**config.mk**
```make
export PLATFORM = sky130hd
export DESIGN_NAME = phtc_alu
export DESIGN_NICKNAME = d
export VERILOG_FILES = /design/src/design/phtc_pkg.sv /design/src/design/phtc_alu.sv
export SDC_FILE = /design/constraint.sdc
export NUM_CORES = 1
export LEC_CHECK = 0
export ABC_AREA = 0
export BUFFER_PORTS_ARGS = -buffer_cell sky130_fd_sc_hd__buf_2
export CORE_UTILIZATION = 42
export DETAILED_ROUTE_END_ITERATION = 8
export PLACE_DENSITY = 0.9
export SYNTH_ARGS = -nofsm -noshare
export SYNTH_HDL_FRONTEND = slang
export SYNTH_SLANG_ARGS = --single-unit
```
**constraint.sdc**
```tcl
create_clock -name vclk -period 2.97
set_input_delay 0.1485 -clock vclk [all_inputs]
set_output_delay 0.1485 -clock vclk [all_outputs]
set_load 0.01 [all_outputs]
```
**src/design/phtc_pkg.sv**
```systemverilog
// Shared types, constants and functions of the per-host traffic counter table.
`default_nettype none
package phtc_pkg;

    localparam int S_DATA_W = 152;
    localparam int M_DATA_W = 144;

    localparam logic [15:0] ETH_IPV4   = 16'h0800;
    localparam logic [7:0]  PROTO_TCP  = 8'd6;
    localparam logic [7:0]  PROTO_UDP  = 8'd17;

    localparam logic [31:0] PRIV_MASK_A = 32'hFF000000;
    localparam logic [31:0] PRIV_NET_A  = 32'h0A000000;
    localparam logic [31:0] PRIV_MASK_B = 32'hFFF00000;
    localparam logic [31:0] PRIV_NET_B  = 32'hAC100000;
    localparam logic [31:0] PRIV_MASK_C = 32'hFFFF0000;
    localparam logic [31:0] PRIV_NET_C  = 32'hC0A80000;
    localparam logic [31:0] LOOP_NET    = 32'h7F000000;

    localparam logic [2:0] REG_ENTRY_LIMIT = 3'd0;
    localparam logic [6:0] ENTRY_LIMIT_RST = 7'd64;

    typedef struct packed {
        logic match;
    } phtc_alu_status_t;

    function automatic logic addr_private(input logic [31:0] a);
        return ((a & PRIV_MASK_A) == PRIV_NET_A) || ((a & PRIV_MASK_B) == PRIV_NET_B) ||
               ((a & PRIV_MASK_C) == PRIV_NET_C) || ((a & PRIV_MASK_A) == LOOP_NET);
    endfunction

    // Fold of the byte-swapped address: low half xor high half.
    function automatic logic [15:0] addr_hash(input logic [31:0] a);
        return {a[23:16] ^ a[7:0], a[31:24] ^ a[15:8]};
    endfunction

endpackage
`default_nettype wire

```
**src/design/phtc_alu.sv**
```systemverilog
// Shared counter adder and address comparator.
`default_nettype none
module phtc_alu (
    input  wire logic [31:0]            count,
    input  wire logic [15:0]            length,
    input  wire logic [31:0]            key_a,
    input  wire logic [31:0]            key_b,
    output logic [31:0]                 sum,
    output phtc_pkg::phtc_alu_status_t  status
);
    import phtc_pkg::*;

    assign sum          = count + {16'd0, length};
    assign status.match = (key_a == key_b);

endmodule
`default_nettype wire

```
==> results.toml, run 1 <==
[setup_path]
critPathLaunch = "count[0]"
crit_family = "compound AO/OA/AOI/OAI gates"
slowest_delay_ns = 0.40
worstPathMaxFanout = 6
cp-end-kind = "output port"
cp_data_arrival_time_ns = 2.29
path_cells = "buf_2 -> ha_1 -> fa_1 -> a21o_1 -> a221oi_4 -> o21ai_4 -> a31oi_4 -> nand2b_1 -> xnor2_1 -> buf_2"
path_class = "primary input to output port"
crit_top_cell = "buf_2"
required_ns = 2.82
startpoint_type = "primary input"
crit_slowest_cell = "fa_1"
cp_num_buf_inv = 2

[cts]
hold_buffers = 0
cts_resized = 0
cts_setup_buffers = 0

[route]
num_vias = 2018
drtIter0Drc = 44
wirelength_um = 4660
dr.pass1.iters = 4
ant_nets = 0
vias_per_cell = 5.20
wl_per_cell_um = 12.0
drc = 0

[cells_and_area]
nClkBuffers = 0
design.seq.count = 0
antenna_cells = 0
final_net_count = 473
multiInputGateArea_mm2 = 0.00152
num-fill-cells = 325
areaGrowthSynthToFinish_pct = 49.2
drive_gt1_share_pct = 45.9
seq_area_um2 = 0

[sta]
tightest_slew_ns = 0.424
fin_setup_tns_ns = 0
layout_setup_ws_ns = 0.529
final-setup-viol-count = 0
drv_slew = 0
post-route-period-util_pct = 82.2
finalCriticalPeriod_ns = 2.44
max-slew-margin-rel_pct = 71.6
final_hold_viol_count = 0
max_freq_ghz = 0.410
rsz0062_at_grt = "false"

[place]
gp_congestion = 0.827
io_buffers = 145
pre_cts_ws_ns = 0.516
dpl.hpwl_um = 4280

[die]
start_util_pct = 45.1
core_mm2 = 0.00344
die_area_mm2 = 0.00394
rows = 21
die_y_um = 62.8
ios = 145
dieWidth_um = 62.8

[logic_synthesis]
ys_top_cells_by_area = "xor2_1 27%, ha_1 13%, xnor2_1 6.8%"
synth_top_area_share_pct = 26.5
avgSynthCellArea_um2 = 7.76
synth_cells = 200
synth_compound_area_share_pct = 24.2
synthAdderAreaFrac_pct = 14.2
synth.distinct_cells = 45
syn_area_mm2 = 0.00155
synth_nets = 329
synth_xor_area_share_pct = 33.3
yosysSeqAreaShare_pct = 0
yosys.area_share.simple_pct = 26.0
synth.area.mux_share_pct = 0
yosys_warnings = 0
synth_top_family_by_area = "XOR/XNOR gates"
synth_common_cells = "47 x xor2_1, 16 x ha_1, 13 x a21oi_1, 13 x nand2_1, 12 x xnor2_1"
synth.most_common_cell = "xor2_1"
synth_area_leader_cell = "xor2_1"

[global_routing]
antenna_found_initial = 0
grt_pass1_wl_um = 7550
grt_max_degree = 11
overflow = 0
grt_pass1_vias = 1897
grt_usage_pct = 22.3

[hold_path]
min_from = "count[21]"
hold_class = "primary input to output port"

[pwr]
ir_drop_uv = 119
cellPowerDensity_mw_per_mm2 = 189
power.leakage_nw = 1.22

[status]
status = "finished, final reports clean"

[job]
cap_violations = 0
final cells by class:
| cell class | count | area share (%) |
|---|---|---|
| multi-input cells | 193 | 65.5 |
| repair buffers | 145 | 31.4 |
| well taps | 46 | 2.49 |
| inverters | 4 | 0.649 |
worst paths after layout:
kind / to / slack (ns) / cells past startpoint
worst max-delay path: sum[22] / 0.53 / 10
worst min-delay path: sum[21] / 0.58 / 3
cells in the final DEF (no fill, tap or decap), drive strengths merged, types with 2 or more instances in the layout:
cell	instances
ha	16
a21oi	13
o21ai	8
and3	4
and4	3
nor4	9
nand2	13
a211oi	3
inv	4
o21bai	2
xnor2	12
xor2	47
nor3b	4
nor2	11
nand3	6
a21o	8
nor2b	3
nand4	5
nor3	5
a31oi	4
buf	145
nand2b	3
per-stage QoR:
| stage | hold slack [ns] | utilization, % | instance area (um2) | std cells | power [mW] |
|---|---|---|---|---|---|
| final | 0.575 | 67.2 | 2310 | 388 | 0.437 |
| after global routing | 0.590 | 67.2 | 2310 | 388 | 0.480 |
| after CTS | 0.576 | 67.2 | 2310 | 388 | 0.440 |
| after detailed placement | 0.573 | 67.2 | 2310 | 388 | 0.438 |
| after global placement | 0.572 | 67.2 | 2310 | 388 | 0.429 |
| after floorplan | 0.377 | - | 1550 | 200 | 0.260 |
worst min-delay path: cells and delay by family:
| family | cells | cell delay, ns |
|---|---|---|
| buf+inv | 2 | 0.22 |
| xor+xnor | 1 | 0.05 |
power breakdown:
group / total [mW] / switching, mW / internal [mW]
sequential: 0 / 0 / 0
combinational: 0.437 / 0.229 / 0.208
clock: 0 / 0 / 0
total: 0.437 / 0.229 / 0.208
logic make-up (layout without fill, tap and decap cells):
kind of cell / after synthesis / count (layout)
AOI/OAI and AO/OA: 48 / 48
xor gates and xnor gates: 59 / 59
and+or+nand+nor: 69 / 69
buffers and inverters: 7 / 149
adders and majority gates: 17 / 17
per-layer routing:
layer,GRT usage [%],vias up,wire length [um]
li1,-,1026,-
met1,22.5,900,1640
met2,50.1,92,2720
met3,1.64,0,299
met4,0,0,0
met5,0,-,0
Power figures use the tool's default switching activity.
==> inputs of run 2 (changes only) <==
- CORE_UTILIZATION: 42 -> 39
- PLACE_DENSITY: 0.9 -> 0.84
- clock period: 2.97 -> 2.4 ns (I/O delays scaled with it)
==> results.toml, run 2 (synthesized netlist as in run 1, its figures left out) <==
[status]
status = "finished, final reports clean"

[cells_and_area]
mostFrequentLayoutCells = "145 x buf_2, 47 x xor2_1, 15 x ha_1"
seq_area_um2 = 0
nClkBuffers = 0
design.seq.count = 0
final_common_cell = "buf_2"
fin_util_pct = 63.5
antenna_cells = 0
final_net_count = 478
areaGrowthSynthToFinish_pct = 53.1
drive_gt1_share_pct = 47.6

[global_routing]
grt_pass1_vias = 1713
antenna_found_initial = 0
grt_max_degree = 11
overflow = 0
grt_usage_pct = 20.2
grt_pass1_wl_um = 6980

[hold_path]
holdPathStages = 3
hold_class = "primary input to output port"
min_from = "count[27]"
whs_endpoint = "sum[27]"

[setup_path]
startpoint_type = "primary input"
cp_data_arrival_time_ns = 2.15
cp-end-kind = "output port"
required_ns = 2.28
path_class = "primary input to output port"
worstPathMaxFanout = 10

[route]
vias_per_cell = 5.16
num_vias = 2039
wirelength_um = 4680
drtIter0Drc = 51
ant_nets = 0
dr.pass1.iters = 5
wl_per_cell_um = 11.8
drc = 0

[place]
gp_congestion = 0.838
dpl.hpwl_um = 4230
io_buffers = 145

[cts]
hold_buffers = 0

[pwr]
ir_drop_uv = 126
power.leakage_nw = 1.25
cellPowerDensity_mw_per_mm2 = 236

[sta]
max_freq_ghz = 0.441
drv_slew = 0
final_hold_viol_count = 0
fin_setup_tns_ns = 0
rsz0062_at_grt = "false"
final-setup-viol-count = 0
tightest_slew_ns = 0.391
max-slew-margin-rel_pct = 73.8
finalCriticalPeriod_ns = 2.27
post-route-period-util_pct = 94.5

[die]
rows = 22
dieWidth_um = 65.1
ios = 145
start_util_pct = 41.4
core_mm2 = 0.00374
die_area_mm2 = 0.00423
die_y_um = 65.1

[job]
cap_violations = 0
==> run 2: changes by cell type in the layout (fill, tap and decap cells not counted), sizes merged <==
cell  change
buf       +5
==> run 2: worst max-delay path: stages <==
cell	delay, ns
buf_2	0.10
ha_1	0.42
nand3_1	0.19
nor3_2	0.31
a22o_2	0.22
a211oi_4	0.07
or4_1	0.51
nand2_1	0.07
buf_2	0.12
==> run 2: per-layer routing <==
layer  share of wire, %  GRT usage, %  vias to the layer above
li1                   -             -                     1036
met1                 38          22.0                      899
met2                 55          43.5                      100
met3                6.4         0.880                        4
met4               0.28         0.815                        0
met5                  0             0                        -
==> run 2: worst max-delay path by stage <==
stage | startpoint | end | slack [ns] | cells after the start
6_report | length[13] | sum[31] | 0.13 | 9
5_1_grt | count[0] | sum[22] | 0.04 | 10
4_1_cts | count[0] | sum[22] | 0.04 | 10
3_5_place_dp | count[0] | sum[22] | 0.05 | 10
3_3_place_gp | count[0] | sum[20] | 0.11 | 10
2_1_floorplan | count[0] | sum[22] | 0.34 | 8
==> run 2: metrics by stage <==
step	cell area (um2)	power [mW]	hold slack [ns]	cells	worst slack (ns)
2_1_floorplan	1550	0.321	0.320	200	0.343
5_1_grt	2380	0.613	0.532	395	0.0363
4_1_cts	2350	0.554	0.521	394	0.0447
6_report	2380	0.560	0.521	395	0.133
3_3_place_gp	2350	0.541	0.514	394	0.109
3_5_place_dp	2350	0.551	0.521	394	0.0496
==> run 2: cell type report <==
cell class | instances | area (um2)
fill | 350 | 1370
inverter | 4 | 15.0
multi-input combinational | 193 | 1540
tap | 48 | 60.1
timing repair buffer | 150 | 763
==> run 2: repair_timing <==
item,CTS,global route
resized for setup,0,4
hold endpoints to repair,0,0
endpoints found under the setup margin,0,6
setup buffers,0,1
==> run 2: power by group <==
group / switching [mW] / internal [mW] / leakage, nW / total [mW]
logic: 0.290 / 0.270 / 1.25 / 0.560
registers: 0 / 0 / 0 / 0
clock network: 0 / 0 / 0 / 0
